--- src/hw/rtl/hessian_binary_chunk_framer_assert.svh ---
// assertion macros used by the framer's byte emitter
`ifndef HESSIAN_BINARY_CHUNK_FRAMER_ASSERT_SVH
`define HESSIAN_BINARY_CHUNK_FRAMER_ASSERT_SVH

// same-cycle implication, checked outside reset
`define HBCF_ASSERT_IMPL(label, ante, cons, msg) \
    label: assert property (@(posedge clk) disable iff (!rst_n) (ante) |-> (cons)) \
        else $error(msg);

// next-cycle implication, checked outside reset
`define HBCF_ASSERT_NEXT(label, ante, cons, msg) \
    label: assert property (@(posedge clk) disable iff (!rst_n) (ante) |=> (cons)) \
        else $error(msg);

`endif

--- src/hw/rtl/hbcf_pkg.sv ---
// package: constants, header byte codes and burst type of the binary framer
`timescale 1ns / 1ps

package hbcf_pkg;

    // chunk geometry
    localparam int unsigned CHUNK_W     = 16;
    localparam int unsigned CHUNK_BYTES = 32768;

    // header and marker byte codes
    localparam logic [7:0] CODE_CHUNK    = 8'h41;  // 'A', non-final chunk
    localparam logic [7:0] CODE_FINAL    = 8'h42;  // 'B', long final chunk
    localparam logic [7:0] CODE_NULL     = 8'h4E;  // 'N'
    localparam logic [7:0] CODE_SHORT    = 8'h20;  // short form base
    localparam logic [7:0] CODE_MEDIUM   = 8'h34;  // medium form base
    localparam logic [31:0] SHORT_MAX    = 32'd15;
    localparam logic [31:0] MEDIUM_MAX   = 32'd1023;

    localparam int unsigned BURST_MAX = 4;
    localparam int unsigned IDX_W     = $clog2(BURST_MAX);

    // bytes produced by one input item
    typedef struct packed {
        logic [BURST_MAX-1:0][7:0] bytes;
        logic [IDX_W-1:0]          last_idx;
        logic                      msg_end;
    } burst_t;

endpackage

--- src/hw/rtl/hbcf_encode.sv ---
// combinational encoder: one input item and framing state to a burst of bytes
`timescale 1ns / 1ps

module hbcf_encode
    import hbcf_pkg::*;
(
    input  logic               start_flag,
    input  logic [31:0]        total_length,
    input  logic [7:0]         data_byte,
    input  logic [31:0]        remaining,
    input  logic [CHUNK_W-1:0] chunk_left,
    output logic               keep,
    output burst_t             burst,
    output logic [31:0]        remaining_next,
    output logic [CHUNK_W-1:0] chunk_left_next
);

    logic [31:0]        n;
    logic [CHUNK_W-1:0] cl_cur;
    logic [CHUNK_W-1:0] cl_open;
    logic [31:0]        n_dec;
    logic [IDX_W-1:0]   hdr_len;

    always_comb
    begin
        n               = start_flag ? total_length : remaining;
        cl_cur          = start_flag ? '0 : chunk_left;
        n_dec           = n - 32'd1;
        cl_open         = cl_cur;
        hdr_len         = '0;
        keep            = 1'b1;
        burst           = '0;
        remaining_next  = remaining;
        chunk_left_next = chunk_left;

        if (start_flag && (total_length == '0))
        begin
            // empty message encodes as null
            burst.bytes[0]  = CODE_NULL;
            burst.last_idx  = '0;
            burst.msg_end   = 1'b1;
            remaining_next  = '0;
            chunk_left_next = '0;
        end
        else if (!start_flag && (remaining == '0))
        begin
            // stray byte with no message open
            keep = 1'b0;
        end
        else
        begin
            // chunk header in front of the first byte of a chunk
            if (cl_cur == '0)
            begin
                if (n > 32'(CHUNK_BYTES))
                begin
                    burst.bytes[0] = CODE_CHUNK;
                    burst.bytes[1] = 8'((CHUNK_BYTES >> 8) & 32'hFF);
                    burst.bytes[2] = 8'(CHUNK_BYTES & 32'hFF);
                    hdr_len        = IDX_W'(3);
                    cl_open        = CHUNK_W'(CHUNK_BYTES);
                end
                else
                begin
                    if (n <= SHORT_MAX)
                    begin
                        burst.bytes[0] = CODE_SHORT + {4'b0, n[3:0]};
                        hdr_len        = IDX_W'(1);
                    end
                    else if (n <= MEDIUM_MAX)
                    begin
                        burst.bytes[0] = CODE_MEDIUM + {6'b0, n[9:8]};
                        burst.bytes[1] = n[7:0];
                        hdr_len        = IDX_W'(2);
                    end
                    else
                    begin
                        burst.bytes[0] = CODE_FINAL;
                        burst.bytes[1] = n[15:8];
                        burst.bytes[2] = n[7:0];
                        hdr_len        = IDX_W'(3);
                    end
                    cl_open = n[CHUNK_W-1:0];
                end
            end

            // payload byte after the header
            burst.bytes[hdr_len] = data_byte;
            burst.last_idx       = hdr_len;
            burst.msg_end        = (n_dec == '0);
            remaining_next       = n_dec;
            chunk_left_next      = (n_dec == '0) ? '0 : CHUNK_W'(cl_open - CHUNK_W'(1));
        end
    end

endmodule

--- src/hw/rtl/hbcf_emit.sv ---
// result register: holds one burst and sends its bytes one per transfer
`timescale 1ns / 1ps

`include "hessian_binary_chunk_framer_assert.svh"

module hbcf_emit
    import hbcf_pkg::*;
(
    input  logic       clk,
    input  logic       rst_n,
    input  logic       load,
    input  burst_t     burst,
    output logic       free,
    output logic       m_tvalid,
    input  logic       m_tready,
    output logic [7:0] m_tdata,   // out_byte
    output logic       m_tlast,   // run_last
    output logic       m_tuser    // message_end
);

    logic             valid_reg;
    logic             valid_next;
    logic [IDX_W-1:0] idx_reg;
    logic [IDX_W-1:0] idx_next;
    burst_t           burst_reg;
    logic             at_last;
    logic             xfer;

    // position in the burst
    assign at_last = (idx_reg == burst_reg.last_idx);
    assign xfer    = valid_reg && m_tready;
    assign free    = !valid_reg || (xfer && at_last);

    // next burst state
    always_comb
    begin
        valid_next = valid_reg;
        idx_next   = idx_reg;
        if (load)
        begin
            valid_next = 1'b1;
            idx_next   = '0;
        end
        else if (xfer)
        begin
            if (at_last)
            begin
                valid_next = 1'b0;
            end
            else
            begin
                idx_next = idx_reg + IDX_W'(1);
            end
        end
    end

    // control registers
    always_ff @(posedge clk or negedge rst_n)
    begin
        if (!rst_n)
        begin
            valid_reg <= 1'b0;
            idx_reg   <= '0;
        end
        else
        begin
            valid_reg <= valid_next;
            idx_reg   <= idx_next;
        end
    end

    // payload register
    always_ff @(posedge clk)
    begin
        if (load)
        begin
            burst_reg <= burst;
        end
    end

    // output fields
    assign m_tvalid = valid_reg;
    assign m_tdata  = burst_reg.bytes[idx_reg];
    assign m_tlast  = at_last;
    assign m_tuser  = at_last && burst_reg.msg_end;

    `HBCF_ASSERT_IMPL(a_load_when_free, load, free, "burst loaded over unsent bytes")
    `HBCF_ASSERT_IMPL(a_idx_in_burst, valid_reg, idx_reg <= burst_reg.last_idx,
        "byte index past end of burst")
    `HBCF_ASSERT_NEXT(a_drain_empties, xfer && at_last && !load, !valid_reg,
        "burst still valid after its last transfer")
    `HBCF_ASSERT_NEXT(a_load_starts, load, valid_reg && (idx_reg == '0),
        "new burst does not start at its first byte")

endmodule

--- src/hw/rtl/hessian_binary_chunk_framer.sv ---
// top level: Hessian2 binary chunk framer with input register and byte emitter
`timescale 1ns / 1ps
//
// Usage
//   Input channel s_*: one item per transfer. s_tuser is the start flag; on a
//   start item s_tdata[31:0] gives the message length, s_tdata[39:32] is the
//   payload byte. Every later item carries one payload byte.
//   Output channel m_*: one encoded byte per transfer (chunk header or payload);
//   m_tlast marks the last byte caused by one input item, m_tuser the final
//   byte of the encoded message. An empty message gives the single byte 'N'.
// Flow
//   An accepted item is held in the input register, then loaded into the
//   byte emitter's burst register, which drives its first byte on m_tdata.
//   The first byte of a chunk follows its header bytes (one to three), each
//   sent as a transfer of its own. The byte emitter sets the pace: an item
//   leaves the input register when the emitter is empty or the previous
//   burst sends its last byte; a new item can wait there meanwhile.
// Reset and stall
//   Reset closes any open message and empties both registers. When m_tready
//   is low the current byte holds and s_tready falls once the input register
//   is full; a start item while a message is open abandons that message.
//

module hessian_binary_chunk_framer
    import hbcf_pkg::*;
(
    input  logic        clk,
    input  logic        rst_n,
    input  logic        s_tvalid,
    output logic        s_tready,
    input  logic [39:0] s_tdata,   // total_length[31:0], data_byte[39:32]
    input  logic        s_tuser,   // start_flag
    output logic        m_tvalid,
    input  logic        m_tready,
    output logic [7:0]  m_tdata,   // out_byte
    output logic        m_tlast,   // run_last
    output logic        m_tuser    // message_end
);

    logic               in_valid_reg;
    logic               in_valid_next;
    logic               start_reg;
    logic [31:0]        length_reg;
    logic [7:0]         byte_reg;
    logic [31:0]        remaining_reg;
    logic [31:0]        remaining_next;
    logic [CHUNK_W-1:0] chunk_left_reg;
    logic [CHUNK_W-1:0] chunk_left_next;
    logic               keep;
    burst_t             burst;
    logic               free;
    logic               in_move;
    logic               s_xfer;

    // input register handshake
    assign in_move  = in_valid_reg && free;
    assign s_tready = !in_valid_reg || in_move;
    assign s_xfer   = s_tvalid && s_tready;

    always_comb
    begin
        in_valid_next = in_valid_reg;
        if (s_xfer)
        begin
            in_valid_next = 1'b1;
        end
        else if (in_move)
        begin
            in_valid_next = 1'b0;
        end
    end

    // input payload register
    always_ff @(posedge clk)
    begin
        if (s_xfer)
        begin
            start_reg  <= s_tuser;
            length_reg <= s_tdata[31:0];
            byte_reg   <= s_tdata[39:32];
        end
    end

    // control and framing state
    always_ff @(posedge clk or negedge rst_n)
    begin
        if (!rst_n)
        begin
            in_valid_reg   <= 1'b0;
            remaining_reg  <= '0;
            chunk_left_reg <= '0;
        end
        else
        begin
            in_valid_reg <= in_valid_next;
            if (in_move)
            begin
                remaining_reg  <= remaining_next;
                chunk_left_reg <= chunk_left_next;
            end
        end
    end

    // header and payload selection
    hbcf_encode u_encode (
        .start_flag      (start_reg),
        .total_length    (length_reg),
        .data_byte       (byte_reg),
        .remaining       (remaining_reg),
        .chunk_left      (chunk_left_reg),
        .keep            (keep),
        .burst           (burst),
        .remaining_next  (remaining_next),
        .chunk_left_next (chunk_left_next)
    );

    // byte emitter
    hbcf_emit u_emit (
        .clk      (clk),
        .rst_n    (rst_n),
        .load     (in_move && keep),
        .burst    (burst),
        .free     (free),
        .m_tvalid (m_tvalid),
        .m_tready (m_tready),
        .m_tdata  (m_tdata),
        .m_tlast  (m_tlast),
        .m_tuser  (m_tuser)
    );

endmodule
--- config.mk ---
export PLATFORM = sky130hd
export DESIGN_NAME = hessian_binary_chunk_framer
export DESIGN_NICKNAME = d
export VERILOG_FILES = /design/src/hw/rtl/hbcf_pkg.sv /design/src/hw/rtl/hbcf_encode.sv /design/src/hw/rtl/hbcf_emit.sv /design/src/hw/rtl/hessian_binary_chunk_framer.sv
export VERILOG_INCLUDE_DIRS = /design/src /design/src/hw/rtl
export SDC_FILE = /design/constraint.sdc
export NUM_CORES = 1
export LEC_CHECK = 0
export ABC_AREA = 0
export BUFFER_PORTS_ARGS = -buffer_cell sky130_fd_sc_hd__buf_2
export CORE_UTILIZATION = 55
export CTS_BUF_LIST = sky130_fd_sc_hd__clkbuf_4 sky130_fd_sc_hd__clkbuf_8
export CTS_CLUSTER_SIZE = 12
export DETAILED_ROUTE_END_ITERATION = 7
export MAX_ROUTING_LAYER = met4
export PLACE_DENSITY = 0.74
export SYNTH_ARGS = -nofsm -noshare
export SYNTH_HDL_FRONTEND = slang
export SYNTH_SLANG_ARGS = --single-unit
--- constraint.sdc ---
create_clock -name clk -period 4.6 [get_ports clk]
set_input_delay 0.92 -clock clk [delete_from_list [all_inputs] [get_ports clk]]
set_output_delay 0.92 -clock clk [all_outputs]
set_load 0.05 [all_outputs]
# Yosys cells after proc, flatten, opt, wreduce, memory -nomap -nowiden
# Index checks and enable logic that the tools add are counted.
classes:
  n_addsub: 5
  order_cmp: 6
  n_eq_ne: 3
  muxes: 41
  reduce_logical: 25
op_table:
  columns: ["op", "count"]
  rows:
  - ["16-bit 2-to-1 mux", 10]
  - ["32-bit zero test", 3]
  - ["24-bit 2-to-1 mux", 4]
  - ["32-bit 2-to-1 mux", 3]
  - ["32-bit bitwise mux", 1]
  - ["32-bit by 16-bit > comparator with 1-bit output, second input constant", 1]
  - ["32-bit by 10-bit <= comparator with 1-bit output, second input constant", 1]
  - ["32-bit by 4-bit <= comparator with 1-bit output, second input constant", 1]
  - ["8-bit 2-to-1 mux", 4]
  - ["32-bit by 1-bit subtractor with 32-bit output, second input constant", 1]
  - ["8-bit binary-select mux with 2-bit select", 1]
  - ["8-bit demux with 2-bit select", 1]
  - ["16-bit zero test", 1]
  - ["2-bit 2-to-1 mux", 8]
  - ["16-bit by 1-bit subtractor with 16-bit output, second input constant", 1]
  - ["10-bit 2-to-1 mux", 1]
  - ["1-bit logical AND", 9]
  - ["1-bit 2-to-1 mux", 8]
  - ["6-bit by 2-bit adder with 7-bit output, first input constant", 1]
  - ["6-bit by 4-bit adder with 7-bit output, first input constant", 1]
  - ["2-bit by 3-bit less-than comparator with 1-bit output, second input constant", 2]
  - ["2-bit AND reduction", 3]
  - ["2-bit nonzero test", 3]
  - ["2-bit by 1-bit != test with 1-bit output, second input constant", 2]
  - ["other kinds (6)", 9]
word_totals:
  regBits: 128
  in_bits: 45
  output_inout_bits: 12
  elab_cells: 95

# Longest topological paths before layout
# Gate-level depths: netlist (run 1).
logic_depth:
  depth_word: 14
  depth_mapped: 20
  ltp_nobuf: 14

# By module
# A second synthesis (run 1) with hierarchy kept.
unflattened:
  cells_unflattened: 742
  hier_area_um2: 7906.3
by_module_without_submodules:
  columns: ["mod", "instances", "cells_per_inst", "area_per_inst_um2", "seq_area_each_um2"]
  rows:
  - ["hbcf_encode", 1, 529, 3311.9, 0.0]
  - ["hessian_binary_chunk_framer", 1, 148, 3145.5, 2457.4]
  - ["hbcf_emit", 1, 65, 1448.9, 1126.1]

# Least setup slack after synthesis (run 1)
# No wires, ideal clock.
synth_timing:
  kind: "flip-flop to flip-flop"
  startpoint: "register start_reg"
  endpoint: "register chunk_left_reg[12]"
  setup_time_ps: 78
  arrival_time_ps: 4031
  t_required_ps: 4522
  setup_slack_ps: 491
  path_stages_with_launch: 20
  n_path_buf: 6
  synth_period_minus_slack_ps: 4109
  cell_sequence: "edfxtp_1 > buf_6 > buf_4 > buf_4 > clkbuf_1 > nor4b_1 > o22ai_1 > nor4_1 > and3_1 > clkbuf_1 > buf_2 > a22oi_1 > ha_1 > o21a_1 > o21ai_0 > a21oi_1 > a21boi_0 > nand2_1 > mux2_2 > o2bb2ai_1"
synth_via:
  elab_chain_cells: 10
  word_cells_on_any_way: 19
  classes_between: "add/sub: 2; order compare: 1; eq/ne: 1; mux: 9; reduce/logical: 6"
synth_rtl:
  columns: ["item", "line", "text"]
  rows:
  - ["from (decl)", "hessian_binary_chunk_framer.sv:42", "logic start_reg;"]
  - ["from (signal assigned)", "hessian_binary_chunk_framer.sv:78", "start_reg <= s_tuser;"]
  - ["32-bit 2-to-1 mux", "hbcf_encode.sv:26", "n = start_flag ? total_length : remaining;"]
  - ["32-bit by 16-bit > comparator with 1-bit output", "hbcf_encode.sv:55", "if (n > 32'(CHUNK_BYTES))"]
  - ["16-bit 2-to-1 mux", "hbcf_encode.sv:55", null]
  - ["16-bit 2-to-1 mux", "hbcf_encode.sv:53", "if (cl_cur == '0)"]
  - ["16-bit 2-to-1 mux", "hbcf_encode.sv:45", "else if (!start_flag && (remaining == '0))"]
  - ["16-bit 2-to-1 mux", "hbcf_encode.sv:36", "if (start_flag && (total_length == '0))"]
  - ["16-bit by 1-bit subtractor with 16-bit output", "hbcf_encode.sv:92", "chunk_left_next = (n_dec == '0) ? '0 : CHUNK_W'(cl_open - CHUNK_W'(1));"]
  - ["16-bit 2-to-1 mux", "hbcf_encode.sv:92", null]
  - ["16-bit 2-to-1 mux", "hbcf_encode.sv:45", null]
  - ["16-bit 2-to-1 mux", "hbcf_encode.sv:36", null]
  - ["to (signal assigned)", "hessian_binary_chunk_framer.sv:99", "chunk_left_reg <= chunk_left_next;"]
  - ["to (decl)", "hessian_binary_chunk_framer.sv:47", "logic [CHUNK_W-1:0] chunk_left_reg;"]
# Several ways; a longest one is shown, not always the timed one. The select of a mux whose other input is x is not followed.
# A chain may end at the register's enable or synchronous reset.

# Final worst setup path (run 1)
# Same ends and word-level chain as after synthesis.

==> metrics.md, run 1 <==
| Metric | Value |
|---|---|
| RSZ-0062 raised after global routing | false |
| Crit Path Class | flip-flop to flip-flop |
| Die height | 121 um |
| Most common cell in the synthesized netlist | nand2_1 |
| CTS tree | built |
| Worst-margin pin slew | roughly 1.0 ns |
| Max FFs per register | 35 |
| Total GRT Usage | between 30% and 40% |
| Synth Area per Inst | approximately 9.7 um^2 |
| Post-synthesis cell type count | 70 |
| Clock-pin transition on the worst setup and hold timing paths | roughly 0.08 ns |
| PD cells | between 600 and 700 nW/um^2 |
| Placed cell area | 8400 um^2 |
| Syn. warnings | 0 |
| Seq pwr share | 38.1% |
| Remaining Overflow, GRT | 0 |
| Share of cells above drive strength 1 | a little under a fifth |
| DR DRC count | 0 |
| Core Rows | 43 |
| Final Power | roughly 0.0055 W |
| Worst setup margin | around 0.54 ns |
| Maxcap violations | 0 |
| IO buf count | 56 |
| Layout Nets | just over 900 |
| CP endpoint | chunk_left_reg[12]$_DFFE_PN0P_ |
| Starting Density | about 56% |
| Synthesized flop and latch total | around 130 |
| Initial antenna violation count | 0 |
| Critical path capture point type | flip-flop |
| Synthesized instance count | 803 |
| Tmin final | ~4.1 ns |
| Post-route cell area | ~8800 um^2 |
| Core area | 13,800 um^2 |
| Post-place setup slack | between 0.3 and 0.4 ns |
| Number of global-route vias before repair | between 6,000 and 7,000 |
| CTS Buf Count | 17 |
| Combinational share of power | between 40% and 50% |
| Crit path DAT | approximately 4.4 ns |
| Num ports | between 50 and 60 |
| Post-synth net total | around 850 |
| Post-synth top area cell | edfxtp_1 |
| Synthesis-to-layout area growth | 13.2% |
| Final setup viols | 0 |
| Horiz. Die Dim | 121 um |
| # hold bufs at CTS | 0 |
| Leak | around 3.4 nW |
| Netlist Area Pre-Place | between 7000 and 8000 um^2 |
| Fill cells | 1,135 |
| Final period util | approximately 88% |
| Vias | slightly above 7,000 |
| H-tree levels | 4 |
| Internal Power | 0.00301 W |
| Worst-Skew Late Latency | roughly 0.46 ns |
| Post-synth EDFFs | 76 |
| Antenna viol nets, final | 0 |
| Worst r2r src | start_reg$_DFFE_PP_ |
| Clk pwr share | approximately 18% |
| Switching share of power | 45.5% |
| Root buf cell | clkbuf_8 |
| Largest net degree at the start of global routing | 62 |
| Clock Skew | around 0.017 ns |
| Startpoint types | flip-flop |
| Start point of the critical path | start_reg$_DFFE_PP_ |
| Reg-to-reg critical path endpoint | chunk_left_reg[12]$_DFFE_PN0P_ |
| Total Routed Length | around 25,000 um |
| R2r worst-path depth | 14 |
| Register area share after synthesis | between 40% and 50% |
| Via density | ~6.6 |
| Crit Path Max Fanout | 9 |
| Status | finished clean |
| Fin. max-slew vios | 0 |
| NetSw | about 0.0025 W |
| Hpwl dp | 18,100 um |
| Required time worst endpoint | 4.98 ns |
| DR WL/cell | around 23 um |
| GPL Wtd Cong | 0.989 |
| R2R Setup Slk | 0.54 ns |
| Peak VDD IR | 428 uV |
| Bufs on Longest Clock Path | 2 |
| Setup TNS | 0 ns |
| First-pass GRT wire length | 37,200 um |
| Fmax | about 250 MHz |
| DRC violation total after the first TritonRoute iteration | slightly above 900 |
| Number of diodes | 0 |
| First drt pass iteration count | 6 |
| Die ar. | about 15,000 um^2 |
| FFs w/ async S/R, synth | between 40% and 50% |
| Sink Count | approximately 130 |
| Final hold vios | 0 |
| Max-Slew Margin vs Limit | between 30% and 40% |
| Synth area leaders | edfxtp_1, dfrtp_1, nand2_1 |
| Synth top cells by count | nand2_1, edfxtp_1, nor2_1 |
| Dominant synthesized flop cell | edfxtp_1 |
| Hold Path Class | input pin to asynchronous set/reset pin |
| Yosys top cell area share | between 20% and 30% |
## worst min path at each step
| stage | startpoint | cells after the start | to | slack [ns] |
|---|---|---|---|---|
| 2_1_floorplan | in_valid_reg$_DFFE_PN0P_ | 2 | u_emit.m_tvalid$_DFFE_PN0P_ | 0.47 |
| 3_3_place_gp | in_valid_reg$_DFFE_PN0P_ | 2 | u_emit.m_tvalid$_DFFE_PN0P_ | 0.51 |
| 3_5_place_dp | chunk_left_reg[9]$_DFFE_PN0P_ | 1 | chunk_left_reg[9]$_DFFE_PN0P_ | 0.53 |
| 4_1_cts | rst_n | 1 | remaining_reg[25]$_DFFE_PN0P_ | 0.42 |
| 5_1_grt | rst_n | 1 | remaining_reg[25]$_DFFE_PN0P_ | 0.46 |
| 6_report | rst_n | 1 | remaining_reg[25]$_DFFE_PN0P_ | 0.43 |
## power groups by stage
stage	clock network (W)	registers, W	logic (W)
6_report	0.000980	0.00211	0.00244
5_1_grt	0.00104	0.00214	0.00262
4_1_cts	0.000996	0.00209	0.00238
3_5_place_dp	0	0.00211	0.00237
3_3_place_gp	0	0.00210	0.00232
2_1_floorplan	0	0.00191	0.00178
## placed cells by master (no fill, tap or decap), types with 12 or more instances in the layout
cell / instances
mux2i_1: 23
o22ai_1: 19
nand2_1: 89
o21ai_0: 40
nand3_1: 21
clkbuf_8: 17
nor4_1: 18
xnor2_1: 16
a21oi_1: 36
buf_2: 56
xor2_1: 25
nor2_1: 76
buf_4: 42
edfxtp_1: 76
o31ai_1: 22
dfrtp_1: 52
a31oi_1: 12
nor3_1: 35
inv_1: 15
## what timing repair did
action / in CTS / in global routing
endpoints found under the setup margin: 0 / 5
setup buffers: 0 / 3
gates resized for setup: 0 / 0
## final cells by class
cell class | instances | area (um^2) | share of cell area, %
multi-input cells | 612 | 3930 | 44.6
flip-flops and latches | 128 | 3580 | 40.7
well taps | 180 | 225 | 2.56
inverters | 17 | 63.8 | 0.724
clock buffers | 17 | 234 | 2.66
repair buffers | 99 | 616 | 6.99
clock inverters | 15 | 158 | 1.79
## worst max-delay path, stage by stage, from the launching register on
cell	delay, ns
edfxtp_1	0.50
buf_4	0.24
nor4_2	0.40
o221ai_1	0.28
o41ai_1	0.58
and3_1	0.37
a22oi_1	0.14
ha_1	0.25
o21a_1	0.13
o21ai_0	0.14
a21oi_1	0.11
a21boi_0	0.23
nand2_1	0.15
mux2_2	0.33
o2bb2ai_1	0.14
## metrics by stage
step / hold slack, ns / util, % / cells
floorplan: 0.468 / - / 803
CTS: 0.425 / 63.6 / 1065
finish: 0.434 / 63.7 / 1068
detailed placement: 0.528 / 60.7 / 1033
global placement: 0.510 / 60.7 / 1033
global route: 0.459 / 63.7 / 1068
## kinds of logic after synthesis
| family | synth area share (%) |
|---|---|
| compound gates | 17.2 |
| xor+xnor | 4.61 |
| fa+ha+maj | 0.643 |
| buf+inv | 3.55 |
| flops | 46.1 |
| mux | 6.46 |
| simple gates | 21.4 |
## per-layer routing
layer / share of wire, % / global-route usage (%)
met5: 0 / -
met4: 3.0 / 13.1
met3: 10 / 7.89
met2: 43 / 49.1
met1: 44 / 51.1
Note: power is estimated with default switching activity, not from simulation.
==> run 2: changes to the inputs <==
- BUFFER_PORTS_ARGS: -buffer_cell sky130_fd_sc_hd__buf_2 -> -buffer_cell sky130_fd_sc_hd__buf_4
- REMOVE_ABC_BUFFERS: unset -> 1
- SLEW_MARGIN: unset -> 30
==> run 2 against run 1 <==
Combinational power increased by 2%. Clock power is 6% higher. Hold slack better by 0.10 ns. Global-route usage increased by 1.3 points. Clock-buffer cell count did not move. Worst setup slack worse by 0.23 ns. Register-to-register slack worse by 0.23 ns.
==> metrics.md, run 2 (same netlist as run 1, synthesis figures left out) <==
| Metric | Value |
|---|---|
| Worst-Skew Late Latency | between 0.4 and 0.5 ns |
| Fin Hold WS | 0.538 ns |
| DR DRC count | 0 |
| Crit path DAT | 4.68 ns |
| Final core occ | roughly 65% |
| Share of cells above drive strength 1 | 18.5% |
| Max FFs per register | 35 |
| Hpwl dp | 18,000 um |
| Crit Path Max Fanout | 100 |
| Fin. max-slew vios | 0 |
| Layout Nets | approximately 920 |
| GPL Wtd Cong | 1.01 |
| Worst r2r src | start_reg$_DFFE_PP_ |
| Non-Filler Instances | roughly 1,100 |
| Final hold vios | 0 |
| Reg-to-reg critical path endpoint | chunk_left_reg[12]$_DFFE_PN0P_ |
| Critical path capture point type | flip-flop |
| CTS tree | built |
| Num ports | 57 |
| Commonest non-fill, non-tap cell in the layout | buf_4 |
| Sink Count | ~130 |
| Antenna viol nets, final | 0 |
| Leak | 3.40 nW |
| Slowest Stage Delay on Critical Path | a little over 0.6 ns |
| Total Routed Length | about 25,000 um |
| Bufs on Longest Clock Path | 2 |
| H-tree levels | 4 |
| Setup TNS | 0 ns |
| Crit Path Class | flip-flop to flip-flop |
| Startpoint types | flip-flop |
| Starting Density | 56.3% |
| Vias | 7,107 |
| Cell Count Post-Placement | approximately 1,000 |
| CP cell instances | buf_12 > nor4b_2 > o221ai_1 > o41ai_1 > and3_1 > a22oi_1 > ha_1 > o21a_1 > o21ai_0 > a21oi_1 > a21boi_1 > nand2_1 > mux2_2 > o2bb2ai_1 |
| RSZ-0062 raised after global routing | false |
| Tmin final | roughly 4.3 ns |
| Final setup viols | 0 |
| DR WL/cell | roughly 23 um |
| Die height | approximately 120 um |
| Max-Slew Margin vs Limit | 42.9% |
| Worst path slowest cell | o41ai_1 |
| Peak VDD IR | ~370 uV |
| Remaining Overflow, GRT | 0 |
| R2r worst-path depth | 14 |
| Fmax | roughly 230 MHz |
| Initial antenna violation count | 0 |
| Core Rows | 43 |
| Root buf cell | clkbuf_8 |
| Hold Path Class | input pin to asynchronous set/reset pin |
| Maxcap violations | 0 |
| Most frequent cells in the layout | buf_4, nand2_1, nor2_1, edfxtp_1, dfrtp_1 |
| First-pass GRT wire length | a little under 40,000 um |
| Clock-pin transition on the worst setup and hold timing paths | around 0.080 ns |
| Core area | 13,800 um^2 |
| Die ar. | roughly 15,000 um^2 |
| Number of diodes | 0 |
| Horiz. Die Dim | approximately 120 um |
| Worst-margin pin slew | 0.857 ns |
| R2R Setup Slk | roughly 0.31 ns |
| Required time worst endpoint | around 5 ns |
| Clock Skew | between 0.01 and 0.015 ns |
| Total GRT Usage | a little under two fifths |
| PD cells | approximately 630 nW/um^2 |
| Final period util | 93.3% |
| Status | finished clean |
| Largest net degree at the start of global routing | 101 |
| DRC violation total after the first TritonRoute iteration | ~960 |
| First drt pass iteration count | 5 |
| Number of global-route vias before repair | around 6,800 |
| CTS Buf Count | 17 |
| Synthesis-to-layout area growth | 14.6% |
| IO buf count | 56 |
| Via density | between 6 and 7 |
==> run 2: cell count changes in the layout (fill, tap and decap cells not counted), moves of 2 or more <==
cell,previous run,this run
buf_2,56,0
buf_4,42,90
clkinv_4,2,4
inv_6,5,3
==> run 2: power breakdown <==
part	internal, W	switching, W	total, W
sequential	0.00164	0.000441	0.00208
clock	0.000540	0.000503	0.00104
combinational	0.000910	0.00157	0.00248
==> run 2: final cells by class <==
type                    instances  area (um^2)
fillers                      1114         4910
repair buffers                 91          696
clock buffers                  17          234
flip-flops and latches        128         3580
clock inverters                15          183
multi-input cells             612         3940
well taps                     180          225
inverters                      17         63.8
==> run 2: metal layers <==
layer / GRT usage (%) / share of wire (%) / up-vias
li1: - / - / 3168
met2: 56.1 / 47 / 442
met1: 48.1 / 41 / 3412
met3: 5.59 / 7.9 / 85
met5: - / 0 / -
met4: 18.5 / 4.6 / 0
==> run 2: how the worst max path moves through the flow <==
stage	startpoint	end	cells after the start
floorplan	start_reg$_DFFE_PP_	chunk_left_reg[13]$_DFFE_PN0P_	9
global placement	start_reg$_DFFE_PP_	chunk_left_reg[12]$_DFFE_PN0P_	15
detailed placement	start_reg$_DFFE_PP_	chunk_left_reg[8]$_DFFE_PN0P_	10
CTS	start_reg$_DFFE_PP_	chunk_left_reg[8]$_DFFE_PN0P_	10
global route	start_reg$_DFFE_PP_	chunk_left_reg[12]$_DFFE_PN0P_	14
finish	start_reg$_DFFE_PP_	chunk_left_reg[12]$_DFFE_PN0P_	14
==> run 2: timing repair <==
action | CTS | global route
setup endpoints to repair | 0 | 13
resized for setup | 0 | 2
buffers inserted | 0 | 0
endpoints found under the hold margin | 0 | 0
hold buffers | 0 | 0
==> run 2: critical path: cells and delay by family (launching register included) <==
family,cells,cell delay [ns]
flip-flops,1,0.55
adder cells (fa/ha/maj),1,0.27
multiplexers,1,0.34
AO/OA/AOI/OAI,8,1.79
AND/OR/NAND/NOR,3,0.82
buffers and inverters,1,0.42
==> run 2: stage by stage <==
step           total power (W)  area, um^2  worst slack (ns)
5_1_grt                0.00590        8920            0.0358
3_3_place_gp           0.00447        8500             0.437
6_report               0.00561        8920             0.308
2_1_floorplan          0.00365        7570             -2.21
4_1_cts                0.00557        8920             0.189
3_5_place_dp           0.00452        8500             0.213
==> run 3: changes to the inputs <==
- SYNTH_HIERARCHICAL: unset -> 1
==> run 3 against run 2 <==
Hold slack lost 0.0013 ns. Fmax down 0.38%. Design area rose by 1.8%. Routed wire length fell by 8.1%. Cell count fell by 4.2%. Clock skew rose by 0.0013 ns. Synthesized cell count down 7.6%. Die area up 1.6%.
==> metrics.md, run 3 <==
| Metric | Value |
|---|---|
| Total GRT Usage | between 30% and 40% |
| Sink Count | 128 |
| Clock Skew | roughly 0.015 ns |
| Syn. warnings | 6 |
| Max-Slew Margin vs Limit | around two fifths |
| Reg-to-reg critical path endpoint | chunk_left_reg[6]$_DFFE_PN0P_ |
| Via density | roughly 6.6 |
| Antenna viol nets, final | 0 |
| Worst-Skew Late Latency | about 0.46 ns |
| CTS Buf Count | 17 |
| Synth top cells by count | edfxtp_1, nor2_1, dfrtp_1 |
| Starting Density | a little under three fifths |
| Crit Path Class | flip-flop to flip-flop |
| Root buf cell | clkbuf_8 |
| Core area | 13,900 um^2 |
| R2r worst-path depth | 15 |
| RSZ-0062 raised after global routing | false |
| Crit path DAT | 4.65 ns |
| Bufs on Longest Clock Path | 2 |
| Post-synthesis cell type count | 83 |
| Start point of the critical path | start_reg$_DFFE_PP_ |
| Dominant synthesized flop cell | edfxtp_1 |
| # hold bufs at CTS | 0 |
| Final setup viols | 0 |
| Synth area leaders | edfxtp_1, dfrtp_1, mux2_2 |
| Post-synth top area cell | edfxtp_1 |
| Synthesized instance count | 742 |
| Core Rows | 43 |
| Most frequent cells in the layout | buf_4, edfxtp_1, nor2_1 |
| Initial antenna violation count | 0 |
| Largest net degree at the start of global routing | 53 |
| Remaining Overflow, GRT | 0 |
| Vias | between 6,000 and 7,000 |
| Setup Buffers After CTS | 0 |
| Register area share after synthesis | a little under half |
| Cell Count Post-Placement | 983 |
| Fin Hold WS | 0.537 ns |
| IO buf count | 56 |
| GPL Wtd Cong | 0.952 |
| Synthesized flop and latch total | approximately 130 |
| Non-Filler Instances | 1,015 |
| First-pass GRT wire length | 35,400 um |
| Final period util | between 90% and 100% |
| CP endpoint | chunk_left_reg[6]$_DFFE_PN0P_ |
| Number of global-route vias before repair | roughly 6,400 |
| Post-synth EDFFs | 76 |
| PD cells | 671 nW/um^2 |
| DR WL/cell | ~23 um |
| Netlist Area Pre-Place | 7910 um^2 |
| Number of diodes | 0 |
| Die height | around 120 um |
| Share of cells above drive strength 1 | between 20% and 30% |
| Worst-margin pin slew | about 0.9 ns |
| FFs w/ async S/R, synth | 40.6% |
| Maxcap violations | 0 |
| H-tree levels | 4 |
| Synth Area per Inst | roughly 11 um^2 |
| Fill cells | 1,093 |
| Hpwl dp | 16,400 um |
| Yosys top cell area share | around 29% |
| Max FFs per register | 35 |
| Required time worst endpoint | 4.94 ns |
| Commonest non-fill, non-tap cell in the layout | buf_4 |
| Sequential cell area | 3580 um^2 |
| Total Routed Length | 22,900 um |
| Worst r2r src | start_reg$_DFFE_PP_ |
| Startpoint types | flip-flop |
| R2R Setup Slk | 0.29 ns |
| Num ports | 57 |
| Critical path capture point type | flip-flop |
| Die ar. | approximately 15,000 um^2 |
| Post_cts resized | 0 |
| Status | finished clean |
| Fmax | 232 MHz |
| Horiz. Die Dim | between 100 and 150 um |
| Peak VDD IR | roughly 410 uV |
| Final hold vios | 0 |
| Layout Nets | between 800 and 900 |
| CTS tree | built |
| Crit Path Max Fanout | 35 |
| Clock-pin transition on the worst setup and hold timing paths | around 0.080 ns |
| Fin. max-slew vios | 0 |
| Tmin final | 4.31 ns |
| Hold Path Class | input pin to asynchronous set/reset pin |
| First drt pass iteration count | 5 |
| Most common cell in the synthesized netlist | edfxtp_1 |
| Synthesis-to-layout area growth | 14.9% |
| Leak | about 3.5 nW |
| DR DRC count | 0 |
| Multi-input gate area | a little over 4000 um^2 |
| DRC violation total after the first TritonRoute iteration | 830 |
==> run 3: cell families after synthesis <==
kind of cell	synth area share (%)
compound gates	13.4
xor+xnor	3.31
fa+ha+maj	0.633
buf+inv	3.50
flops	45.3
mux	15.7
simple gates	18.1
==> run 3: area by class of cell <==
cell class	instances	share of cell area, %
Sequential cell	128	39.5
Clock buffer	23	3.21
Timing Repair Buffer	98	8.24
Inverter	15	0.620
Tap cell	180	2.48
Multi-Input combinational cell	562	44.8
Clock inverter	9	1.18
==> run 3: worst min-delay path by stage <==
| stage | start | end | depth (start not counted) |
|---|---|---|---|
| after floorplan | chunk_left_reg[14]$_DFFE_PN0P_ | chunk_left_reg[14]$_DFFE_PN0P_ | 1 |
| after global placement | chunk_left_reg[14]$_DFFE_PN0P_ | chunk_left_reg[14]$_DFFE_PN0P_ | 1 |
| after detailed placement | chunk_left_reg[14]$_DFFE_PN0P_ | chunk_left_reg[14]$_DFFE_PN0P_ | 1 |
| after CTS | rst_n | chunk_left_reg[14]$_DFFE_PN0P_ | 1 |
| after global routing | rst_n | in_valid_reg$_DFFE_PN0P_ | 1 |
| final | rst_n | in_valid_reg$_DFFE_PN0P_ | 1 |
==> run 3: per-layer routing <==
layer  up-vias  global-route usage, %  share of wire (%)
met5         -                      -                  0
met4         0                   9.41                1.7
met3        50                   7.58                9.1
met2       381                   49.4                 47
met1      3260                   45.0                 43
li1       3005                      -                  -
==> run 3: critical path: stages (launching register included) <==
cell       delay (ns)
edfxtp_1         0.50
buf_12           0.22
or4_1            0.59
o2bb2ai_2        0.21
or4b_1           0.62
a211oi_2         0.41
a22oi_1          0.17
ha_1             0.23
o21ai_0          0.08
a31oi_1          0.11
o221ai_2         0.15
mux2i_1          0.22
o211ai_1         0.11
a32oi_1          0.22
o21ai_1          0.09
mux2_2           0.25
==> run 3: power by group <==
group | switching, W | internal [W]
Combinational | 0.00160 | 0.00128
Sequential | 0.000489 | 0.00175
Clock | 0.000451 | 0.000534
Total | 0.00254 | 0.00356
==> run 3: metrics by stage <==
step	utilization (%)	total power, W	TNS [ns]	setup slack [ns]	cell area [um^2]
after global routing	65.2	0.00641	0	0.0469	9080
final	65.2	0.00610	0	0.292	9080
after CTS	65.1	0.00608	0	0.336	9080
after floorplan	-	0.00422	-47.87	-2.26	7690
after detailed placement	62.3	0.00508	0	0.366	8680
after global placement	62.3	0.00500	0	0.521	8680
